--- src/hdl/msgc_pkg.sv ---
// Shared types and constants of the moisture sort gate controller.
package msgc_pkg;

    localparam int ADC_W    = 12;
    localparam int GAIN_W   = 17;
    localparam int OFFS_W   = 25;
    localparam int TICK_W   = 16;
    localparam int MOIST_W  = 15;
    localparam int ANGLE_W  = 8;
    localparam int CLASS_W  = 2;
    localparam int STATE_W  = 2;
    localparam int CFG_IDX_W = 3;
    localparam int CFG_DATA_W = OFFS_W;

    // Product plus intercept fits a 30-bit signed value.
    localparam int SUM_W = 30;

    localparam logic signed [SUM_W-1:0] FULL_Q16 = SUM_W'(100 * 65536);
    localparam logic [MOIST_W-1:0]      FULL_Q8  = MOIST_W'(25600);

    // Configuration register indexes.
    localparam logic [CFG_IDX_W-1:0] REG_GAIN     = 3'd0;
    localparam logic [CFG_IDX_W-1:0] REG_OFFSET   = 3'd1;
    localparam logic [CFG_IDX_W-1:0] REG_INTERVAL = 3'd2;
    localparam logic [CFG_IDX_W-1:0] REG_HOLD     = 3'd3;
    localparam logic [CFG_IDX_W-1:0] REG_EMPTY    = 3'd4;
    localparam logic [CFG_IDX_W-1:0] REG_DRY      = 3'd5;
    localparam logic [CFG_IDX_W-1:0] REG_WET      = 3'd6;

    // Register reset values.
    localparam logic signed [GAIN_W-1:0] GAIN_RST     = -17'sd1029;
    localparam logic signed [OFFS_W-1:0] OFFSET_RST   = 25'sd2975334;
    localparam logic [TICK_W-1:0]        INTERVAL_RST = 16'd3000;
    localparam logic [TICK_W-1:0]        HOLD_RST     = 16'd10000;
    localparam logic [MOIST_W-1:0]       EMPTY_RST    = 15'd1280;
    localparam logic [MOIST_W-1:0]       DRY_RST      = 15'd2560;
    localparam logic [MOIST_W-1:0]       WET_RST      = 15'd3584;

    // Moisture classes.
    localparam logic [CLASS_W-1:0] CLS_EMPTY = 2'd0;
    localparam logic [CLASS_W-1:0] CLS_DRY   = 2'd1;
    localparam logic [CLASS_W-1:0] CLS_SAFE  = 2'd2;
    localparam logic [CLASS_W-1:0] CLS_WET   = 2'd3;

    // Gate angles in degrees.
    localparam logic [ANGLE_W-1:0] ANGLE_LEFT   = 8'd0;
    localparam logic [ANGLE_W-1:0] ANGLE_CENTER = 8'd90;
    localparam logic [ANGLE_W-1:0] ANGLE_RIGHT  = 8'd180;

    typedef struct packed {
        logic [ADC_W-1:0] adc_average;
    } t_in_item;

    typedef struct packed {
        logic [ANGLE_W-1:0] servo_angle;
        logic               servo_enabled;
        logic               sample_taken;
        logic [MOIST_W-1:0] moisture_q8;
        logic [CLASS_W-1:0] moisture_class;
        logic [STATE_W-1:0] sort_state;
    } t_out_item;

    // Conversion coefficients handed to the conversion unit.
    typedef struct packed {
        logic signed [GAIN_W-1:0] gain_q16;
        logic signed [OFFS_W-1:0] offset_q16;
    } t_conv_coef;

endpackage

--- src/hdl/msgc_conv.sv ---
// Linear converter from an ADC reading to clamped moisture in percent times 256.
module msgc_conv (
    input  msgc_pkg::t_conv_coef                  i_coef,
    input  logic [msgc_pkg::ADC_W-1:0]            i_adc,
    output logic [msgc_pkg::MOIST_W-1:0]          o_moisture_q8
);
    import msgc_pkg::*;

    logic signed [SUM_W-1:0] w_prod;
    logic signed [SUM_W-1:0] w_sum;
    logic signed [SUM_W-1:0] w_rnd;

    assign w_prod = i_coef.gain_q16 * $signed({1'b0, i_adc});
    assign w_sum  = w_prod + SUM_W'(i_coef.offset_q16);
    assign w_rnd  = w_sum + SUM_W'(128);

    // Inside the open range the rounded value never exceeds full scale.
    always_comb begin
        if (w_sum <= SUM_W'(0)) begin
            o_moisture_q8 = '0;
        end else if (w_sum >= FULL_Q16) begin
            o_moisture_q8 = FULL_Q8;
        end else begin
            o_moisture_q8 = w_rnd[MOIST_W+7:8];
        end
    end
endmodule
--- config.mk ---
export PLATFORM = sky130hd
export DESIGN_NAME = msgc_conv
export DESIGN_NICKNAME = d
export VERILOG_FILES = /design/src/hdl/msgc_pkg.sv /design/src/hdl/msgc_conv.sv
export SDC_FILE = /design/constraint.sdc
export NUM_CORES = 1
export LEC_CHECK = 0
export BUFFER_PORTS_ARGS = -buffer_cell sky130_fd_sc_hd__buf_2
export CORE_MARGIN = 2
export CORE_UTILIZATION = 45
export DETAILED_ROUTE_END_ITERATION = 8
export GPL_TIMING_DRIVEN = 0
export MAX_ROUTING_LAYER = met4
export SLEW_MARGIN = 20
export SYNTH_ARGS = -nofsm -noshare
export SYNTH_HDL_FRONTEND = slang
export SYNTH_SLANG_ARGS = --single-unit
--- constraint.sdc ---
create_clock -name vclk -period 18.8
set_input_delay 3.76 -clock vclk [all_inputs]
set_output_delay 3.76 -clock vclk [all_outputs]
set_load 0.005 [all_outputs]
==> summary.md, run 1 <==
| Metric | Value |
|---|---|
| # setup viols final | `0` |
| Fmax | `0.0679 GHz` |
| Initial Util | `0.454` |
| Antenna Cells | `0` |
| Final nets | `1427` |
| Layout cells sized above 1 | `0.0916` |
| Die H | `146 µm` |
| Worst Hold Launch | `i_coef[0]` |
| Worst Setup Start Kind | `primary input` |
| Critical path's top delay family | `adder cells` |
| Commonest non-fill, non-tap cell in the layout | `inv_1` |
| Slew Viols, Final | `0` |
| Status | `completed` |
| Hold Path Depth | `9` |
| Worst-margin pin slew | `667 ps` |
| Crit Path Category | `in -> out` |
| Num ports | `69` |
| Slowest-stage cell, CP | `or4b_4` |
| Bufs and invs on worst path | `8` |
| Seq_cells | `0` |
| Max-Cap Viols | `0` |
| Register Area | `0 µm²` |
| Routed WL per cell | `15.9 µm` |
| Yosys warns | `0` |
| Tmin final | `14740 ps` |
| Post-synthesis average cell area | `9.03 µm²` |
| Setup tns final | `0 ps` |
| First-pass GRT wire length | `35.8 mm` |
| Post-Synth Simple-Gate Area | `0.190` |
| Drt first pass iters | `4` |
| Setup Fix Bufs, Post-CTS | `0` |
| Post-synthesis xor/xnor area fraction | `0.0431` |
| Num rows | `52` |
| Die area | `21500 µm²` |
| Final count of hold timing violations | `0` |
| Global placement routability congestion | `0.868` |
| Mux share of post-synthesis cell area | `0` |
| Period utilisation layout | `0.784` |
| GR Overflow Total | `0` |
| Largest net degree at the start of global routing | `11` |
| Remaining antenna violation count | `0` |
| Post-synthesis compound-gate area fraction | `0.0876` |
| Placeable Area | `20100 µm²` |
| Syn_nets | `1356` |
| Area of the mapped netlist | `9140 µm²` |
| Port buffer count | `69` |
| Post-synthesis sequential area ratio | `0` |
| Largest family of logic cells by synthesized area | `adder cells` |
| Post-Syn Instances | `1012` |
| DRC Markers | `0` |
| Req. time, crit path | `15040 ps` |
| Antenna violations before repair | `1` |
| HPWL Detailed | `19.1 mm` |
| Total Wirelength | `21.5 mm` |
| # hold bufs at CTS | `0` |
| # clk buffers | `0` |
| Crit path capture type | `primary output` |
| Vias in the first global route | `7094` |
| Adder-Cell Fraction of Synth Area | `0.572` |
| Post-synthesis cell type count | `61` |
| Vias/cell | `5.12` |
| Via Count | `6915` |
| Die width | `146 µm` |
| CP peak stage delay | `610 ps` |
| Cell mode on critical path | `fa_1` |
| DR iter-0 viols | `298` |
| Total track usage | `0.214` |
| Hold path endpoint | `o_moisture_q8[1]` |
| RSZ-0062 raised after global routing | `no` |
| Area Overhead vs Synth | `7.48%` |
| HP Class | `in -> out` |
| CP arrival | `10980 ps` |
| Post-CTS sizing | `0` |
| Largest fanout on the critical path | `10` |
| Slew HR | `0.552` |
| Highest-count cells in the layout ignoring fill and taps | `217 x inv_1, 213 x fa_1, 156 x and2_1` |
synthesized netlist by cell type, types with 4 or more instances:
cell type | instances | area (µm²)
o211ai_1 | 8 | 60.1
nor4_1 | 5 | 31.3
a211oi_1 | 8 | 60.1
a21o_1 | 8 | 60.1
or3_1 | 4 | 25.0
and2_1 | 156 | 976
nand2b_1 | 6 | 37.5
xor2_1 | 16 | 140
ha_1 | 77 | 963
o21ai_0 | 17 | 85.1
nand2_1 | 72 | 270
a21oi_1 | 27 | 135
inv_1 | 217 | 815
fa_1 | 213 | 4260
buf_2 | 5 | 25.0
nand3_1 | 7 | 35.0
nor3_1 | 9 | 45.0
a21oi_2 | 5 | 43.8
clkbuf_1 | 29 | 109
and3_1 | 5 | 31.3
nor2_1 | 20 | 75.1
xnor2_1 | 29 | 254
o31ai_1 | 4 | 30.0
nor2_2 | 8 | 50.1
how the worst max path moves through the flow:
stage	start	endpoint	slack [ps]	cells after the start
finish	i_adc[7]	o_moisture_q8[6]	4060	25
global route	i_adc[4]	o_moisture_q8[6]	3660	25
CTS	i_adc[4]	o_moisture_q8[6]	4070	23
detailed placement	i_adc[4]	o_moisture_q8[6]	4090	23
global placement	i_adc[4]	o_moisture_q8[12]	4150	23
floorplan	i_coef[41]	o_moisture_q8[12]	5130	19
metal layers:
layer | up-vias | GRT usage | wire length [µm]
met5 | - | - | 0
met4 | 0 | 0.0257 | 272
met3 | 16 | 0.00750 | 696
met2 | 109 | 0.380 | 11300
met1 | 3534 | 0.283 | 9210
li1 | 3256 | - | -
layout make-up:
cell class         count  area, µm²
plain buffers         37        164
inverters            217        815
well taps            270        338
multi-input cells    758       8160
fillers             1990      10300
repair buffers        69        345
per-stage QoR:
| step | instance area, µm² | util | cells | setup WS [ps] | hold slack (ps) |
|---|---|---|---|---|---|
| after global placement | 9820 | 0.488 | 1351 | 4150 | 8280 |
| after detailed placement | 9820 | 0.488 | 1351 | 4090 | 8270 |
| after CTS | 9820 | 0.488 | 1351 | 4070 | 8280 |
| after floorplan | 9140 | - | 1012 | 5130 | 8010 |
| after global routing | 9820 | 0.488 | 1351 | 3660 | 8360 |
| final | 9820 | 0.488 | 1351 | 4060 | 8270 |
kinds of logic (layout without fill, tap and decap cells):
logic type,count (synthesis),count (layout)
AO/OA/AOI/OAI,112,112
buffers and inverters,254,323
adder cells (fa/ha/maj),290,290
XOR/XNOR,45,45
AND/OR/NAND/NOR,311,311
Power of run 1 is not shown: default switching activity piles up to over one toggle a cycle in this logic, so the estimate is an artifact.
==> inputs of run 2 (changes only) <==
--- a/config.mk
+++ b/config.mk
@@ -5,6 +5,7 @@
 export SDC_FILE = /design/constraint.sdc
 export NUM_CORES = 1
 export LEC_CHECK = 0
+export ABC_AREA = 1
 export BUFFER_PORTS_ARGS = -buffer_cell sky130_fd_sc_hd__buf_2
 export CORE_MARGIN = 2
 export CORE_UTILIZATION = 45
==> constraint.sdc (replaced) <==
create_clock -name vclk -period 12.07
set_input_delay 2.414 -clock vclk [all_inputs]
set_output_delay 2.414 -clock vclk [all_outputs]
set_load 0.005 [all_outputs]
==> summary.md, run 2 <==
| Metric | Value |
|---|---|
| Status | `completed` |
| Vias in the first global route | `8952` |
| Vias/cell | `4.77` |
| Syn_nets | `1839` |
| Worst Setup Start Kind | `primary input` |
| Highest-count cells in the layout ignoring fill and taps | `453 x inv_1, 444 x nand2_1, 213 x fa_1` |
| Post-synth top cells | `453 x inv_1, 444 x nand2_1, 213 x fa_1` |
| Placeable Area | `22600 µm²` |
| Register Area | `0 µm²` |
| Die H | `155 µm` |
| Routed WL per cell | `14.1 µm` |
| Largest fanout on the critical path | `10` |
| # hold bufs at CTS | `0` |
| Worst-margin pin slew | `684 ps` |
| Req. time, crit path | `9660 ps` |
| Port buffer count | `57` |
| Layout cells sized above 1 | `0.0954` |
| Post-synthesis average cell area | `6.90 µm²` |
| Die area | `24100 µm²` |
| Commonest non-fill, non-tap cell in the layout | `inv_1` |
| Period utilisation layout | `0.958` |
| Crit path from | `i_adc[5]` |
| Antenna violations before repair | `0` |
| Die width | `155 µm` |
| Seq_cells | `0` |
| Worst Hold Launch | `i_coef[24]` |
| Area of the mapped netlist | `10300 µm²` |
| DRC Markers | `0` |
| Yosys warns | `0` |
| First-pass GRT wire length | `43.9 mm` |
| Drt first pass iters | `5` |
| Largest net degree at the start of global routing | `11` |
| Post-synthesis cell type count | `34` |
| Post-Syn Instances | `1495` |
| Setup tns final | `0 ps` |
| Slew Viols, Final | `0` |
| Num rows | `55` |
| Global placement routability congestion | `0.887` |
| Synth area leader | `fa_1` |
| Final nets | `1898` |
| HP Class | `in -> out` |
| HPWL Detailed | `23.2 mm` |
| GR Overflow Total | `0` |
| Total Wirelength | `26.0 mm` |
| Synth top area cells | `fa_1 41%, inv_1 16%, nand2_1 16%` |
| # clk buffers | `0` |
| Num ports | `69` |
| Area Overhead vs Synth | `6.25%` |
| CP arrival | `9150 ps` |
| Area share of the largest cell type after synthesis | `0.413` |
| Top-count cell post-synth | `inv_1` |
| Placed Area | `11000 µm²` |
| Crit Path Category | `in -> out` |
| Post-synthesis sequential area ratio | `0` |
| Max-Cap Viols | `0` |
| Crit path capture type | `primary output` |
| Antenna Cells | `0` |
| Remaining antenna violation count | `0` |
| RSZ-0062 raised after global routing | `no` |
| Tmin final | `11560 ps` |
| Setup Fix Bufs, Post-CTS | `0` |
| Final Cell Area | `11000 µm²` |
| Slew HR | `0.544` |
| Via Count | `8769` |
| Final count of hold timing violations | `0` |
| Initial Util | `0.457` |
| Total track usage | `0.235` |
| Post-CTS sizing | `0` |
| Fmax | `0.0865 GHz` |
| # setup viols final | `0` |
| DR iter-0 viols | `487` |
[run 2: changes by cell type in the layout (fill, tap and decap cells not counted), moves of 17 or more]
cell and delta:
nand2_1 +372, inv_1 +236, and2_1 -155, nand3_1 +41, nand2_2 +27, nor2_1 +27, xnor2_1 -24, nand4_1 +22
buf_2 -17
[run 2: cells by family after synthesis]
| group | share of synthesized area |
|---|---|
| xor gates and xnor gates | 0.0136 |
| and+or+nand+nor | 0.273 |
| buffers and inverters | 0.187 |
| adders and majority gates | 0.507 |
| AOI/OAI and AO/OA | 0.0200 |
[run 2: per-layer routing]
layer / track usage / part of all wire / vias up
li1: - / - / 4352
met1: 0.327 / 0.46 / 4178
met2: 0.399 / 0.48 / 207
met3: 0.00251 / 0.042 / 32
met4: 0.0371 / 0.019 / 0
met5: - / 0 / -
[run 2: area by class of cell]
type | instances | area (µm²)
multi-input cells | 984 | 8390
inverters | 469 | 1760
plain buffers | 42 | 168
well taps | 285 | 357
repair buffers | 57 | 285
fillers | 2376 | 11600
[run 2: path summary, 6_finish.rpt]
path | end | depth (start not counted)
min | o_moisture_q8[10] | 10
max | o_moisture_q8[8] | 28
[run 2: per-stage QoR]
stage                     setup WS (ps)  hold slack, ps  cells  utilization
after global routing               21.7            5840   1837        0.485
after detailed placement            380            5720   1837        0.485
after CTS                           371            5720   1837        0.485
after global placement              455            5700   1837        0.485
final                               506            5690   1837        0.485
after floorplan                    1490            5380   1495            -
[run 2: critical path, stage by stage]
cell	delay [ps]
clkbuf_1	430
clkbuf_1	490
nand2_1	200
fa_1	520
inv_1	130
fa_1	570
inv_1	140
fa_1	530
fa_1	510
fa_1	510
fa_1	510
inv_1	40
ha_1	370
nand2_1	120
nor2_1	190
nand2_1	140
nor3_2	140
nand2_1	130
nand4_1	130
nand2_1	70
nor2_1	100
nand2_1	60
nor2_2	110
nand3_2	90
nand3_2	130
buf_6	180
nor2_2	40
buf_2	120
Power of run 2 is left out for the same reason.
==> inputs of run 3 (changes only) <==
--- a/config.mk
+++ b/config.mk
@@ -7,11 +7,14 @@
 export LEC_CHECK = 0
 export ABC_AREA = 1
 export BUFFER_PORTS_ARGS = -buffer_cell sky130_fd_sc_hd__buf_2
+export CELL_PAD_IN_SITES_DETAIL_PLACEMENT = 1
+export CELL_PAD_IN_SITES_GLOBAL_PLACEMENT = 1
 export CORE_MARGIN = 2
-export CORE_UTILIZATION = 45
+export CORE_UTILIZATION = 40
 export DETAILED_ROUTE_END_ITERATION = 8
 export GPL_TIMING_DRIVEN = 0
 export MAX_ROUTING_LAYER = met4
+export PLACE_DENSITY_LB_ADDON = 0.1
 export SLEW_MARGIN = 20
 export SYNTH_ARGS = -nofsm -noshare
 export SYNTH_HDL_FRONTEND = slang
==> summary.md, run 3 (same netlist as run 2, synthesis figures left out) <==
| Metric | Value |
|---|---|
| GR Overflow Total | `0` |
| Setup Fix Bufs, Post-CTS | `0` |
| DR iter-0 viols | `386` |
| Placeable Area | `25300 µm²` |
| CP arrival | `9160 ps` |
| Period utilisation layout | `0.959` |
| Num ports | `69` |
| Layout cells sized above 1 | `0.0973` |
| Seq_cells | `0` |
| Largest net degree at the start of global routing | `11` |
| Die area | `27100 µm²` |
| Largest fanout on the critical path | `10` |
| Max-Cap Viols | `0` |
| DRC Markers | `0` |
| Status | `completed` |
| Final nets | `1898` |
| Via Count | `8929` |
| Gr busiest metal | `met2` |
| # hold bufs at CTS | `0` |
| Routed WL per cell | `16.0 µm` |
| Crit path capture type | `primary output` |
| Slew HR | `0.552` |
| Worst Setup Start Kind | `primary input` |
| Antenna Cells | `0` |
| Slew Viols, Final | `0` |
| Total Wirelength | `30.1 mm` |
| Remaining antenna violation count | `0` |
| Total track usage | `0.247` |
| Commonest non-fill, non-tap cell in the layout | `inv_1` |
| Port buffer count | `57` |
| M1 GR Usage | `0.327` |
| Initial Util | `0.408` |
| Antenna violations before repair | `0` |
| Slowest-stage cell, CP | `fa_1` |
| Setup tns final | `0 ps` |
| Met3 Usage GRT | `0.00326` |
| RSZ-0062 raised after global routing | `no` |
| Post-CTS sizing | `0` |
| Req. time, crit path | `9660 ps` |
| Final count of hold timing violations | `0` |
| Die width | `165 µm` |
| Drt first pass iters | `5` |
| HPWL Detailed | `27.3 mm` |
| Worst-margin pin slew | `673 ps` |
| First-pass GRT wire length | `50.2 mm` |
| CP peak stage delay | `680 ps` |
| Vias in the first global route | `9864` |
| Highest-count cells in the layout ignoring fill and taps | `453 x inv_1, 444 x nand2_1, 213 x fa_1` |
| Die H | `165 µm` |
| Num rows | `58` |
| Tmin final | `11570 ps` |
| Register Area | `0 µm²` |
| Crit Path Category | `in -> out` |
| Global placement routability congestion | `0.874` |
| Vias/cell | `4.74` |
| Area Overhead vs Synth | `6.83%` |
| # clk buffers | `0` |
| Fmax | `0.0864 GHz` |
| HP Class | `in -> out` |
| GR Util met2 | `0.444` |
| # setup viols final | `0` |
-- run 3: cell count changes in the layout (fill, tap and decap cells not counted) --
cell / delta
clkbuf_2: +3
clkbuf_1: -3
-- run 3: path summary, 6_finish.rpt --
| check | to | from | cells after the start |
|---|---|---|---|
| min | o_moisture_q8[10] | i_coef[24] | 10 |
| max | o_moisture_q8[9] | i_adc[3] | 30 |
-- run 3: critical path, delay by kind of cell --
| kind | cells | cell delay [ps] |
|---|---|---|
| fa+ha+maj | 7 | 3760 |
| buf+inv | 10 | 1580 |
| simple gates | 12 | 1160 |
| compound gates | 1 | 210 |
-- run 3: per-layer routing --
layer / vias up / part of all wire
met4: 0 / 0.011
met2: 117 / 0.50
li1: 4341 / -
met5: - / 0
met1: 4453 / 0.46
met3: 18 / 0.024
-- run 3: cell type report --
cell class,instances,area [µm²]
multi-input cells,984,8390
repair buffers,57,285
inverters,469,1760
well taps,330,413
plain buffers,42,171
fillers,3379,14200
-- run 3: through the flow --
step	hold WS, ps	area (µm²)	cells	worst slack (ps)	util
2_1_floorplan	5380	10300	1495	1490	-
3_3_place_gp	5690	11000	1882	324	0.436
3_5_place_dp	5710	11000	1882	277	0.436
4_1_cts	5720	11000	1882	252	0.436
5_1_grt	5810	11000	1882	7.14	0.436
6_report	5690	11000	1882	499	0.436
Power of run 3 is left out for the same reason.
